### src/hw/rtl/aogt_pkg.sv
package aogt_pkg;

    localparam int GAIN_SETTINGS_DEFAULT = 5;

    localparam int CMD_W      = 2;
    localparam int SEL_W      = 3;
    localparam int CODE_W     = 16;
    localparam int PRESENT_W  = 15;
    localparam int VOLT_W     = 17;
    localparam int TRIM_W     = 17;
    localparam int OFFSET_W   = 15;
    localparam int GAIN_W     = 17;
    localparam int REF_W      = 18;
    localparam int BIAS_W     = 17;
    localparam int PGA_W      = 5;

    localparam int S_TDATA_W  = 48;
    localparam int S_TUSER_W  = 5;
    localparam int M_TDATA_W  = 56;
    localparam int M_TUSER_W  = 2;
    localparam int CFG_INDEX_W = 1;
    localparam int CFG_DATA_W  = 18;

    localparam logic [CFG_INDEX_W-1:0] CFG_REF_SCALE = 1'b0;
    localparam logic [CFG_INDEX_W-1:0] CFG_BIAS      = 1'b1;

    localparam logic [REF_W-1:0]  REF_SCALE_RESET = 18'd119276;
    localparam logic [BIAS_W-1:0] BIAS_RESET      = 17'd72745;

    localparam logic [CMD_W-1:0] CMD_READ   = 2'd0;
    localparam logic [CMD_W-1:0] CMD_OFFSET = 2'd1;
    localparam logic [CMD_W-1:0] CMD_GAIN   = 2'd2;

    localparam logic [TRIM_W-1:0] ILLEGAL_GAIN_CODE = 17'h14000;
    localparam logic [GAIN_W-1:0] UNITY_GAIN        = 17'h04000;

    // shared divider sizing
    localparam int NUM_MAG_W   = 37;
    localparam int DIVIDEND_W  = 46;
    localparam int DIVISOR_W   = 19;
    localparam int STEP_W      = 6;
    localparam logic [STEP_W-1:0] DIV1_STEPS = 6'(NUM_MAG_W);
    localparam logic [STEP_W-1:0] DIV2_STEPS = 6'(DIVIDEND_W);

    typedef struct packed {
        logic calc_off;
        logic calc_num;
        logic div_start;
        logic div_sel;
        logic calc_mul;
        logic calc_gain;
        logic write_bank;
        logic load_out;
    } t_dp_cmd;

    typedef struct packed {
        logic             div_done;
        logic             out_free;
        logic [CMD_W-1:0] kind;
    } t_dp_stat;

    // pga gain times two
    function automatic logic [PGA_W-1:0] pga_twice(input logic [SEL_W-1:0] sel);
        logic [PGA_W-1:0] g;
        case (sel)
            3'd0:    g = 5'd2;
            3'd1:    g = 5'd3;
            3'd2:    g = 5'd4;
            3'd3:    g = 5'd8;
            3'd4:    g = 5'd18;
            default: g = 5'd2;
        endcase
        return g;
    endfunction

endpackage

### src/hw/rtl/aogt_divider.sv
module aogt_divider
    import aogt_pkg::*;
(
    input  logic                  i_clk,
    input  logic                  i_rst_n,
    input  logic                  i_start,
    input  logic [STEP_W-1:0]     i_steps,
    input  logic [DIVIDEND_W-1:0] i_dividend,
    input  logic [DIVISOR_W-1:0]  i_divisor,
    output logic                  o_done,
    output logic [DIVIDEND_W-1:0] o_quot
);

    logic [DIVISOR_W-1:0]  r_rem;
    logic [DIVIDEND_W-1:0] r_quot;
    logic [DIVISOR_W-1:0]  r_dvs;
    logic [STEP_W-1:0]     r_count;
    logic                  r_done;

    logic [DIVISOR_W:0]    shifted;
    logic [DIVISOR_W+1:0]  trial;
    logic                  fits;
    logic [DIVISOR_W-1:0]  n_rem;

    always_comb begin
        shifted = {r_rem, r_quot[DIVIDEND_W-1]};
        trial   = {1'b0, shifted} - {2'b00, r_dvs};
        fits    = ~trial[DIVISOR_W+1];
        n_rem   = fits ? trial[DIVISOR_W-1:0] : shifted[DIVISOR_W-1:0];
    end

    always_ff @(posedge i_clk) begin
        if (!i_rst_n) begin
            r_count <= '0;
            r_done  <= 1'b0;
        end else if (i_start) begin
            r_rem   <= '0;
            r_quot  <= i_dividend;
            r_dvs   <= i_divisor;
            r_count <= i_steps;
            r_done  <= 1'b0;
        end else if (r_count != '0) begin
            r_rem   <= n_rem;
            r_quot  <= {r_quot[DIVIDEND_W-2:0], fits};
            r_count <= r_count - 1'b1;
            r_done  <= (r_count == STEP_W'(1));
        end else begin
            r_done  <= 1'b0;
        end
    end

    assign o_done = r_done;
    assign o_quot = r_quot;

endmodule

### src/hw/rtl/aogt_datapath.sv
module aogt_datapath
    import aogt_pkg::*;
#(
    parameter int GAIN_SETTINGS = GAIN_SETTINGS_DEFAULT
) (
    input  logic                   i_clk,
    input  logic                   i_rst_n,
    input  logic                   i_cfg_valid,
    input  logic [CFG_INDEX_W-1:0] i_cfg_index,
    input  logic [CFG_DATA_W-1:0]  i_cfg_data,
    input  logic                   i_accept,
    input  logic [S_TUSER_W-1:0]   i_tuser,
    input  logic [S_TDATA_W-1:0]   i_tdata,
    input  t_dp_cmd                i_cmd,
    output t_dp_stat               o_stat,
    input  logic                   i_m_tready,
    output logic                   o_m_tvalid,
    output logic [M_TDATA_W-1:0]   o_m_tdata,
    output logic [M_TUSER_W-1:0]   o_m_tuser
);

    localparam int SlotW = (GAIN_SETTINGS > 1) ? $clog2(GAIN_SETTINGS) : 1;

    logic [REF_W-1:0]     r_ref_scale;
    logic [BIAS_W-1:0]    r_bias;

    logic [CMD_W-1:0]     r_cmd;
    logic [SEL_W-1:0]     r_sel;
    logic [CODE_W-1:0]    r_code;
    logic [PRESENT_W-1:0] r_present;
    logic [VOLT_W-1:0]    r_vt;

    logic [TRIM_W-1:0]    r_trim;
    logic                 r_illegal;
    logic                 r_clamped;

    logic                 r_num_neg;
    logic [NUM_MAG_W-1:0] r_num_mag;
    logic                 r_den_zero;
    logic [DIVIDEND_W-1:0] r_prod;
    logic                 r_eq;
    logic                 r_qneg;

    logic [OFFSET_W-1:0]  r_off_bank  [GAIN_SETTINGS];
    logic [GAIN_W-1:0]    r_gain_bank [GAIN_SETTINGS];

    logic                 r_out_valid;
    logic [TRIM_W-1:0]    r_out_trim;
    logic [OFFSET_W-1:0]  r_out_off;
    logic [GAIN_W-1:0]    r_out_gain;
    logic                 r_out_illegal;
    logic                 r_out_clamped;

    logic                 has_entry;
    logic [SlotW-1:0]     slot;

    // offset adjust
    logic                 code_mid;
    logic                 code_hi;
    logic [15:0]          lo_diff;
    logic [16:0]          off_t_hi;
    logic [17:0]          off_t_lo;
    logic [18:0]          off_wrap;
    logic [18:0]          off_sum;
    logic [TRIM_W-1:0]    off_trim;
    logic                 off_clamp;

    // gain adjust
    logic [PGA_W-1:0]     pga2;
    logic signed [17:0]   vdiff;
    logic signed [23:0]   vscaled;
    logic signed [38:0]   num_ext;
    logic signed [38:0]   num;
    logic [38:0]          num_abs;
    logic                 meas_neg;
    logic [15:0]          meas_mag;
    logic [NUM_MAG_W-1:0] tmag;
    logic [30:0]          tsat;
    logic [DIVIDEND_W-1:0] prod;
    logic                 q_legal;
    logic                 gain_ok;
    logic [TRIM_W-1:0]    gain_trim;

    logic                  div_done;
    logic [DIVIDEND_W-1:0] div_quot;
    logic [DIVIDEND_W-1:0] div_dividend;
    logic [DIVISOR_W-1:0]  div_divisor;
    logic [STEP_W-1:0]     div_steps;

    always_comb begin
        has_entry = {1'b0, r_sel} < 4'(GAIN_SETTINGS);
        slot      = has_entry ? r_sel[SlotW-1:0] : '0;
    end

    always_comb begin
        code_mid  = (r_code == 16'h8000);
        code_hi   = r_code[15] && !code_mid;
        lo_diff   = 16'(17'h08000 - {1'b0, r_code});
        off_t_hi  = {r_code[14:0], 2'b00};
        off_t_lo  = {lo_diff, 2'b00};
        off_wrap  = 19'h07FFF - {2'b00, off_t_hi} + {4'b0000, r_present};
        off_sum   = {4'b0000, r_present} + {1'b0, off_t_lo};
        off_clamp = 1'b0;
        if (code_hi) begin
            if ({2'b00, r_present} >= off_t_hi) begin
                off_trim = {2'b00, r_present} - off_t_hi;
            end else if (off_wrap[18] || (off_wrap[17:0] < 18'h04000)) begin
                off_trim  = 17'h04000;
                off_clamp = 1'b1;
            end else begin
                off_trim = off_wrap[16:0];
            end
        end else if (!code_mid) begin
            off_trim = (off_sum > 19'h03FFF) ? 17'h03FFF : off_sum[16:0];
        end else begin
            off_trim = {2'b00, r_present};
        end
    end

    always_comb begin
        pga2     = pga_twice(r_sel);
        vdiff    = $signed({1'b0, r_vt} - {1'b0, r_bias});
        vscaled  = vdiff * $signed({1'b0, pga2});
        num_ext  = 39'(vscaled);
        num      = (num_ext <<< 15) - num_ext;
        num_abs  = num[38] ? 39'(-num) : 39'(num);
        meas_neg = ~r_code[15];
        meas_mag = r_code[15] ? {1'b0, r_code[14:0]} : lo_diff;
        tmag     = div_quot[NUM_MAG_W-1:0];
        tsat     = (|tmag[NUM_MAG_W-1:31]) ? '1 : tmag[30:0];
        prod     = DIVIDEND_W'(r_present) * DIVIDEND_W'(tsat);
        q_legal  = (meas_mag != '0) && !r_qneg && (div_quot != '0)
                   && (div_quot <= DIVIDEND_W'(17'h08000));
        gain_ok  = !r_den_zero && (r_eq ? (r_present != '0) : q_legal);
        if (!gain_ok) begin
            gain_trim = ILLEGAL_GAIN_CODE;
        end else if (r_eq) begin
            gain_trim = {2'b00, r_present};
        end else begin
            gain_trim = div_quot[TRIM_W-1:0];
        end
    end

    always_comb begin
        if (i_cmd.div_sel) begin
            div_dividend = r_prod;
            div_divisor  = {3'b000, meas_mag};
            div_steps    = DIV2_STEPS;
        end else begin
            div_dividend = {r_num_mag, {(DIVIDEND_W-NUM_MAG_W){1'b0}}};
            div_divisor  = {r_ref_scale, 1'b0};
            div_steps    = DIV1_STEPS;
        end
    end

    aogt_divider u_divider (
        .i_clk      (i_clk),
        .i_rst_n    (i_rst_n),
        .i_start    (i_cmd.div_start),
        .i_steps    (div_steps),
        .i_dividend (div_dividend),
        .i_divisor  (div_divisor),
        .o_done     (div_done),
        .o_quot     (div_quot)
    );

    always_ff @(posedge i_clk) begin
        if (!i_rst_n) begin
            r_ref_scale <= REF_SCALE_RESET;
            r_bias      <= BIAS_RESET;
        end else if (i_cfg_valid) begin
            case (i_cfg_index)
                CFG_REF_SCALE: r_ref_scale <= i_cfg_data;
                CFG_BIAS:      r_bias      <= i_cfg_data[BIAS_W-1:0];
                default:       r_bias      <= r_bias;
            endcase
        end
    end

    always_ff @(posedge i_clk) begin
        if (i_accept) begin
            r_cmd     <= i_tuser[CMD_W-1:0];
            r_sel     <= i_tuser[CMD_W +: SEL_W];
            r_code    <= i_tdata[CODE_W-1:0];
            r_present <= i_tdata[CODE_W +: PRESENT_W];
            r_vt      <= i_tdata[CODE_W+PRESENT_W +: VOLT_W];
            r_trim    <= '0;
            r_illegal <= 1'b0;
            r_clamped <= 1'b0;
        end
        if (i_cmd.calc_off) begin
            r_trim    <= off_trim;
            r_clamped <= off_clamp;
        end
        if (i_cmd.calc_num) begin
            r_num_neg  <= num[38];
            r_num_mag  <= num_abs[NUM_MAG_W-1:0];
            r_den_zero <= (r_ref_scale == '0);
        end
        if (i_cmd.calc_mul) begin
            r_prod <= prod;
            r_eq   <= (tmag == NUM_MAG_W'(meas_mag)) && ((r_num_neg == meas_neg) || (tmag == '0));
            r_qneg <= (tmag != '0) && (r_num_neg ^ meas_neg);
        end
        if (i_cmd.calc_gain) begin
            r_trim    <= gain_trim;
            r_illegal <= !gain_ok;
        end
    end

    always_ff @(posedge i_clk) begin
        if (!i_rst_n) begin
            for (int i = 0; i < GAIN_SETTINGS; i++) begin
                r_off_bank[i]  <= '0;
                r_gain_bank[i] <= UNITY_GAIN;
            end
        end else if (i_cmd.write_bank && has_entry) begin
            if (r_cmd == CMD_OFFSET) begin
                r_off_bank[slot] <= r_trim[OFFSET_W-1:0];
            end
            if (r_cmd == CMD_GAIN) begin
                r_gain_bank[slot] <= r_trim;
            end
        end
    end

    always_ff @(posedge i_clk) begin
        if (!i_rst_n) begin
            r_out_valid <= 1'b0;
        end else if (i_cmd.load_out) begin
            r_out_valid   <= 1'b1;
            r_out_trim    <= r_trim;
            r_out_off     <= r_off_bank[slot];
            r_out_gain    <= r_gain_bank[slot];
            r_out_illegal <= r_illegal;
            r_out_clamped <= r_clamped;
        end else if (i_m_tready) begin
            r_out_valid <= 1'b0;
        end
    end

    always_comb begin
        o_stat.div_done = div_done;
        o_stat.out_free = !r_out_valid || i_m_tready;
        o_stat.kind     = r_cmd;
    end

    assign o_m_tvalid = r_out_valid;
    assign o_m_tdata  = {{(M_TDATA_W-TRIM_W-OFFSET_W-GAIN_W){1'b0}},
                         r_out_gain, r_out_off, r_out_trim};
    assign o_m_tuser  = {r_out_clamped, r_out_illegal};

endmodule

### src/hw/rtl/aogt_ctrl.sv
module aogt_ctrl
    import aogt_pkg::*;
(
    input  logic     i_clk,
    input  logic     i_rst_n,
    input  logic     i_accept,
    input  t_dp_stat i_stat,
    output t_dp_cmd  o_cmd,
    output logic     o_ready
);

    typedef enum logic [3:0] {
        S_IDLE,
        S_DISPATCH,
        S_OFFSET,
        S_GNUM,
        S_DIV1S,
        S_DIV1,
        S_MUL,
        S_DIV2S,
        S_DIV2,
        S_GFIN,
        S_WRITE,
        S_OUT
    } t_state;

    t_state r_state;
    t_state n_state;
    logic   r_ready;

    always_comb begin
        n_state = r_state;
        o_cmd   = '0;
        case (r_state)
            S_IDLE: begin
                if (i_accept) n_state = S_DISPATCH;
            end
            S_DISPATCH: begin
                case (i_stat.kind)
                    CMD_OFFSET: n_state = S_OFFSET;
                    CMD_GAIN:   n_state = S_GNUM;
                    default:    n_state = S_WRITE;
                endcase
            end
            S_OFFSET: begin
                o_cmd.calc_off = 1'b1;
                n_state        = S_WRITE;
            end
            S_GNUM: begin
                o_cmd.calc_num = 1'b1;
                n_state        = S_DIV1S;
            end
            S_DIV1S: begin
                o_cmd.div_start = 1'b1;
                n_state         = S_DIV1;
            end
            S_DIV1: begin
                if (i_stat.div_done) n_state = S_MUL;
            end
            S_MUL: begin
                o_cmd.calc_mul = 1'b1;
                n_state        = S_DIV2S;
            end
            S_DIV2S: begin
                o_cmd.div_start = 1'b1;
                o_cmd.div_sel   = 1'b1;
                n_state         = S_DIV2;
            end
            S_DIV2: begin
                o_cmd.div_sel = 1'b1;
                if (i_stat.div_done) n_state = S_GFIN;
            end
            S_GFIN: begin
                o_cmd.calc_gain = 1'b1;
                n_state         = S_WRITE;
            end
            S_WRITE: begin
                o_cmd.write_bank = 1'b1;
                n_state          = S_OUT;
            end
            S_OUT: begin
                if (i_stat.out_free) begin
                    o_cmd.load_out = 1'b1;
                    n_state        = S_IDLE;
                end
            end
            default: n_state = S_IDLE;
        endcase
    end

    always_ff @(posedge i_clk) begin
        if (!i_rst_n) begin
            r_state <= S_IDLE;
            r_ready <= 1'b0;
        end else begin
            r_state <= n_state;
            r_ready <= (n_state == S_IDLE);
        end
    end

    assign o_ready = r_ready;

    a_accept_idle: assert property (@(posedge i_clk) disable iff (!i_rst_n)
        i_accept |-> (r_state == S_IDLE))
        else $error("item taken while busy");

    a_ready_idle: assert property (@(posedge i_clk) disable iff (!i_rst_n)
        r_ready |-> (r_state == S_IDLE))
        else $error("ready outside idle");

    a_load_free: assert property (@(posedge i_clk) disable iff (!i_rst_n)
        o_cmd.load_out |-> i_stat.out_free)
        else $error("output overwritten");

    a_div_wait: assert property (@(posedge i_clk) disable iff (!i_rst_n)
        (r_state == S_DIV1S) |=> ((r_state == S_DIV1) && !i_stat.div_done))
        else $error("divider done too early");

endmodule

### src/hw/rtl/adc_offset_gain_trim_engine.sv
// adc offset and gain trim engine
// keeps one offset trim and one gain trim per pga gain setting
// input stream: s_axis_tuser selects the operation and gain index, s_axis_tdata
//   carries the adc code, the present trim and the target voltage
// output stream: one item per input item with the new trim, both stored trims
//   for the selected gain and the illegal-gain and offset-clamped flags
// config channel: i_cfg_index 0 writes reference_scale, 1 writes bias_voltage;
//   ready whenever out of reset, write only while no item is in flight
// a read passes dispatch, write and output; offset adjust adds the offset step,
//   gain adjust numerator, divider, multiply and final steps; one item is worked
//   on at a time, the next is taken the cycle after the result is registered
// gain adjust time is set by the shared restoring divider: 37 steps for the
//   target code, 46 steps for the scaled trim
// the result sits in an output register; a stalled receiver holds it there
//   and the block may take the next item, which then waits before its
//   result is loaded
// reset: both banks return to offset 0 and unity gain 0x4000, the config
//   registers to their defaults, output empty
module adc_offset_gain_trim_engine
    import aogt_pkg::*;
#(
    parameter int GAIN_SETTINGS = GAIN_SETTINGS_DEFAULT
) (
    input  logic                   i_clk,
    input  logic                   i_rst_n,
    input  logic                   s_axis_tvalid,
    output logic                   s_axis_tready,
    // adc_code, present_value, target_voltage
    input  logic [S_TDATA_W-1:0]   s_axis_tdata,
    // command, gain_select
    input  logic [S_TUSER_W-1:0]   s_axis_tuser,
    output logic                   m_axis_tvalid,
    input  logic                   m_axis_tready,
    // new_trim, stored_offset, stored_gain, zero fill
    output logic [M_TDATA_W-1:0]   m_axis_tdata,
    // illegal_gain, offset_clamped
    output logic [M_TUSER_W-1:0]   m_axis_tuser,
    input  logic                   i_cfg_valid,
    output logic                   o_cfg_ready,
    input  logic [CFG_INDEX_W-1:0] i_cfg_index,
    input  logic [CFG_DATA_W-1:0]  i_cfg_data
);

    t_dp_cmd  w_cmd;
    t_dp_stat w_stat;
    logic     w_ready;
    logic     w_accept;

    assign w_accept      = s_axis_tvalid && w_ready;
    assign s_axis_tready = w_ready;
    assign o_cfg_ready   = i_rst_n;

    aogt_ctrl u_ctrl (
        .i_clk    (i_clk),
        .i_rst_n  (i_rst_n),
        .i_accept (w_accept),
        .i_stat   (w_stat),
        .o_cmd    (w_cmd),
        .o_ready  (w_ready)
    );

    aogt_datapath #(
        .GAIN_SETTINGS (GAIN_SETTINGS)
    ) u_datapath (
        .i_clk       (i_clk),
        .i_rst_n     (i_rst_n),
        .i_cfg_valid (i_cfg_valid),
        .i_cfg_index (i_cfg_index),
        .i_cfg_data  (i_cfg_data),
        .i_accept    (w_accept),
        .i_tuser     (s_axis_tuser),
        .i_tdata     (s_axis_tdata),
        .i_cmd       (w_cmd),
        .o_stat      (w_stat),
        .i_m_tready  (m_axis_tready),
        .o_m_tvalid  (m_axis_tvalid),
        .o_m_tdata   (m_axis_tdata),
        .o_m_tuser   (m_axis_tuser)
    );

endmodule

### config.mk
export PLATFORM = sky130hd
export DESIGN_NAME = adc_offset_gain_trim_engine
export DESIGN_NICKNAME = d
export VERILOG_FILES = /design/src/hw/rtl/aogt_pkg.sv /design/src/hw/rtl/aogt_divider.sv /design/src/hw/rtl/aogt_datapath.sv /design/src/hw/rtl/aogt_ctrl.sv /design/src/hw/rtl/adc_offset_gain_trim_engine.sv
export SDC_FILE = /design/constraint.sdc
export NUM_CORES = 2
export LEC_CHECK = 0
export ABC_AREA = 1
export BUFFER_PORTS_ARGS = -buffer_cell sky130_fd_sc_hd__buf_2
export CORE_ASPECT_RATIO = 1.4
export CORE_MARGIN = 2
export CORE_UTILIZATION = 30
export CTS_BUF_LIST = sky130_fd_sc_hd__clkbuf_4
export CTS_CLUSTER_SIZE = 14
export DETAILED_ROUTE_END_ITERATION = 7
export PLACE_DENSITY = 0.47
export SLEW_MARGIN = 20
export SYNTH_ARGS = -nofsm -noshare
export SYNTH_HDL_FRONTEND = slang
export SYNTH_SLANG_ARGS = --single-unit
### constraint.sdc
create_clock -name i_clk -period 18 [get_ports i_clk]
set_input_delay 2.7 -clock i_clk [delete_from_list [all_inputs] [get_ports i_clk]]
set_output_delay 2.7 -clock i_clk [all_outputs]
set_load 0.03 [all_outputs]
======== Yosys cells after proc, flatten, opt, wreduce, memory -nomap -nowiden ========
Memory sizes are Yosys's and may differ from the RTL's. A register that Yosys moved wholly into a read port is not among the register bits.
Cells that the tools add are included.
storage, ports and cells
  register bits after elaboration ......... 310
  bits in writable memories ............... 160
  output and inout port bits .............. 61
  word-level logic and storage cells ...... 181
  memories ................................ 2
operators by class
  add/subtract/negate cells ............... 10
  multiply operators ...................... 2
  $lt $le $gt $ge ......................... 5
  eq/ne operators ......................... 21
  mux-type cells .......................... 63
  bitwise logic cells ..................... 6
  reduce and logical (&&, ||, !) cells .... 43
memory list
  name                    words  bits a word  read ports  clocked after memory_dff  write ports  RTL line             RTL
  u_datapath.r_gain_bank  5      17           1           1                         5            aogt_datapath.sv:45  logic [GAIN_W-1:0] r_gain_bank [GAIN_SETTINGS];
  u_datapath.r_off_bank   5      15           1           1                         5            aogt_datapath.sv:44  logic [OFFSET_W-1:0] r_off_bank [GAIN_SETTINGS];
operators with widths
  cell                    count
  $mux W17                11
  $mux W46                3
  $le A46 B16 Y1 const B  1
  $mul A15 B31 Y46        1
  $reduce_bool A46 Y1     1
  $pmux W4 S11            1
  $sub A39 B24 Y39        1
  $mux W19                2
  $eq A37 B16 Y1          1
  $logic_not A37 Y1       1
  $mux W37                1
  $neg A37 Y37            1
  $reduce_bool A37 Y1     1
  $mux W16                2
  $mux W31                1
  $mux W1                 29
  $mul A18 B6 Y24         1
  $sub A20 B19 Y21        1
  $mux W4                 5
  $pmux W5 S4             1
  $add A15 B18 Y19        1
  $add A19 B15 Y19        1
  $gt A19 B14 Y1 const B  1
  $logic_not A18 Y1       1
  41 further kinds        80

======== Logic depth before layout (Yosys ltp) ========
  word-level depth ........................ 10
  mapped depth ............................ 50
  gate-level depth less buffers ........... 50

======== By module ========
Synthesis repeated with hierarchy kept, for this count alone.
unflattened totals
  cell total of the unflattened synthesis .. 5,452
  area, all modules ....................... 45,170.8 sq um
by module, submodules not included
  module                       instances  cells an instance  area an instance (sq um)
  aogt_datapath                1          4,761              39,705.6
  aogt_divider                 1          616                5,066.1
  aogt_ctrl                    1          72                 384.1
  adc_offset_gain_trim_engine  1          3                  15.0

======== Worst setup path after synthesis ========
OpenSTA, ideal clock, no wires.
  path kind ............................... in2reg
  start ................................... input port i_rst_n
  end ..................................... register u_datapath.r_out_clamped, enable pin
  library setup time ...................... 0.586 ns
  arrival time ............................ 7.740 ns
  data required time ...................... 17.414 ns
  path slack .............................. 9.673 ns
  stages on the path ...................... 2
  cell sequence ........................... inv_1 > nor4_1
between the ends
  cells in the longest elaborated chain, start to end .. 1
RTL lines
  item                                RTL line                           RTL
  start, declared                     adc_offset_gain_trim_engine.sv:25  input logic i_rst_n,
  $reduce_and A2 Y1 (no source line)  -
  end signal, assigned                aogt_datapath.sv:236               r_out_clamped <= r_clamped;
  end, declared                       aogt_datapath.sv:52                logic r_out_clamped;
No other way between the ends.
A chain may end at the register's enable or synchronous reset.

======== Worst setup path after layout ========
  start ................................... register u_datapath.r_vt[2]
  end ..................................... register u_datapath.r_num_mag[31], data pin
between the ends
  cells in the longest elaborated chain, start to end .. 5
RTL lines
  item                        RTL line              RTL
  start, declared             aogt_datapath.sv:31   logic [VOLT_W-1:0] r_vt;
  start signal, assigned      aogt_datapath.sv:186  r_vt <= i_tdata[CODE_W+PRESENT_W +: VOLT_W];
  $sub A17 B17 Y18 (*)        aogt_datapath.sv:122  vdiff = $signed({1'b0, r_vt} - {1'b0, r_bias});
  $mul A18 B6 Y24 (*)         aogt_datapath.sv:123  vscaled = vdiff * $signed({1'b0, pga2});
  $sub A39 B24 Y39 (*)        aogt_datapath.sv:125  num = (num_ext <<< 15) - num_ext;
  $neg A37 Y37                aogt_datapath.sv:126  num_abs = num[38] ? 39'(-num) : 39'(num);
  $mux W37 (*)                aogt_datapath.sv:126
  via u_datapath.num_abs[31]  aogt_datapath.sv:74   logic [38:0] num_abs;
  end signal, assigned        aogt_datapath.sv:197  r_num_mag <= num_abs[NUM_MAG_W-1:0];
  end, declared               aogt_datapath.sv:38   logic [NUM_MAG_W-1:0] r_num_mag;
Mark *: on every way through the listed nets, which the timed path passes. The rest lies on a longest branch.

==> qor.yml <==
relSlewSlack: 0.216
finalSetupViolCount: 0
rrSetupSlack_ns: 8.51
finalCoreUtilization: 0.334
grt_usage: 0.193
synthToLayoutAreaGrowth_pct: 10.4
num-fill-cells: 15500
crit_type: "flop to flop"
num_io_pins: 138
root_buffer: "clkbuf_4"
ys_seq_area_frac: 0.330
min_path_type: "flop to flop"
holdBufCountCts: 0
wirelength_um: 144000
hold_path.startpoint: "u_datapath.r_clamped"
cts_buffers: 121
status: "complete, no violations"
clkSinkCount: 502
multiInputGateArea_um2: 26000
cp.required_ns: 18.78
place_congestion: 0.907
yosys.area.top_type: "edfxtp_1"
maxCapViolations: 0
grt_pass1_vias: 37600
crit_path_end_kind: "flop"
synth-edff-count: 454
r2r_start: "u_datapath.r_vt[2]"
postRouteAntennaNets: 0
synthArstFlopShare: 0
die_h_um: 459
std_cell_rows: 166
max_stage_delay_ns: 0.74
clk_latency_ns: 1.07
r2r_end: "u_datapath.r_num_mag[31]"
cp-start-kind: "flop"
portBuffers: 130
avgRoutedWirePerCell_um: 19.5
drive_gt1_frac: 0.0941
synthCells: 5151
skew_ns: 0.0698
htreeDepth: 3
vias: 35600
path_max_fanout: 26
grt_pass1_wl_um: 222000
arrival_ns: 10.27
clkTransAtPathRegs_ns: 0.07
yosysMostFrequentCell: "nand2_1"
stdcell_area_um2: 48900
first_pass_iters: 5
cpMostUsedCell: "a21oi_1"
detailed_place.area_um2: 47300
post-dp-hpwl_um: 111000
synthDistinctLibCells: 60
max_freq_ghz: 0.105
whs_endpoint: "u_datapath.r_out_clamped"
die_w_um: 329
critPathBufInv: 4
synth_flop_cell: "edfxtp_1"
cts_tree: "done"
regArea_um2: 14600
grt_max_degree: 67
rsz0062_at_grt: "false"
cts.repair.resized: 0
core_area_um2: 146000
antenna_found_initial: 3
fin_crit_sh: 0.527
synth_common_cells: "nand2_1 (1100), inv_1 (755), nor2_1 (713), edfxtp_1 (454), fa_1 (434)"
nets: 6072
cts_setup_buffers: 0
setup_tns_ns: 0
viasPerCell: 4.85
post_synth.cell_area_avg_um2: 8.60
reg2reg_depth: 38
tightest_slew_ns: 1.16
synth.top_cell.area_share: 0.308
initial_core_util: 0.302
die-area_um2: 151000
grt-ovfl-total: 0
synth_area_leaders: "edfxtp_1 (31%), fa_1 (20%), nand2_1 (9.3%), ha_1 (7.0%), inv_1 (6.4%)"
synthesis.area_um2: 44300
cts_buffer_depth: 3
synth_warnings: 0
whs_path_depth: 0
synth-seq-cells: 502
crit_family: "compound AO/OA/AOI/OAI gates"
route.detailed.drc: 0
layout_min_cycle_time_ns: 9.49
cp_slowest_cell: "fa_1"
slew_viol_final: 0
first_iter_violations: 2078
finalHoldViolations: 0
-- registers in the layout, indices dropped and copies added (netlist names), 18 cells and up --
register,cells
u_datapath.r_gain_bank,85
u_datapath.r_num_mag,37
u_datapath.r_off_bank,75
u_datapath.r_prod,46
u_datapath.r_ref_scale,18
u_datapath.u_divider.o_quot,46
u_datapath.u_divider.r_dvs,19
u_datapath.u_divider.r_rem,19
-- cell usage in the layout, fill, tap and decap left out, types with 11 or more instances in the layout --
master / instances
a21oi_1: 237
a22oi_1: 31
a31oi_1: 19
buf_2: 130
buf_4: 69
clkbuf_4: 182
clkinv_1: 74
dfxtp_1: 48
edfxtp_1: 454
fa_1: 434
ha_1: 248
inv_1: 751
inv_2: 14
nand2_1: 1099
nand2_2: 25
nand3_1: 201
nand3_2: 11
nand3b_1: 11
nand4_1: 42
nor2_1: 704
nor2_2: 15
nor2_4: 12
nor3_1: 36
nor4_1: 23
o211ai_1: 61
o21a_1: 13
o21ai_0: 172
o21bai_1: 11
or2_2: 19
xnor2_1: 52
xor2_1: 110
-- through the flow --
stage / worst slack [ns] / hold slack [ns] / cells
2_1_floorplan: 9.67 / 0.400 / 5157
3_3_place_gp: 8.63 / 0.411 / 7122
3_5_place_dp: 8.67 / 0.407 / 7122
4_1_cts: 8.57 / 0.422 / 7343
5_1_grt: 7.44 / 0.440 / 7346
6_report: 8.51 / 0.422 / 7348
-- how the worst max path moves through the flow --
stage,start,to,slack [ns],cells after the start
after global routing,u_datapath.r_vt[2],u_datapath.r_num_mag[31],7.44,38
after floorplan,i_rst_n,u_datapath.r_out_clamped,9.67,2
after CTS,u_datapath.r_sel[1],u_datapath.r_num_mag[31],8.57,35
after global placement,u_datapath.r_sel[1],u_datapath.r_num_mag[31],8.63,33
final,u_datapath.r_vt[2],u_datapath.r_num_mag[31],8.51,38
after detailed placement,u_datapath.r_sel[1],u_datapath.r_num_mag[31],8.67,35
-- kinds of logic after synthesis --
group / count (synthesis) / share of synthesized area
flops: 502 / 0.330
fa+ha+maj: 682 / 0.266
compound gates: 610 / 0.0802
buf+inv: 979 / 0.0844
simple gates: 2212 / 0.206
other cells: 1 / 0.0000847
xor+xnor: 165 / 0.0331
-- routing by layer --
layer / wire (µm) / track usage
met4: 5050 / 0.0752
met5: 0 / 0
met1: 55400 / 0.217
met3: 4280 / 0.0148
met2: 78800 / 0.372
-- layout make-up --
cell class              instances  share of cell area
diodes                          5            0.000256
clock buffers                 182              0.0280
clock inverters                39             0.00456
inverters                     813              0.0625
multi-input cells            3676               0.533
flip-flops and latches        502               0.299
well taps                    1932              0.0495
repair buffers                199              0.0239
Power is left out: the tool's default activity adds up to more than one toggle a clock period on the data nets, which glitch-free logic cannot reach.
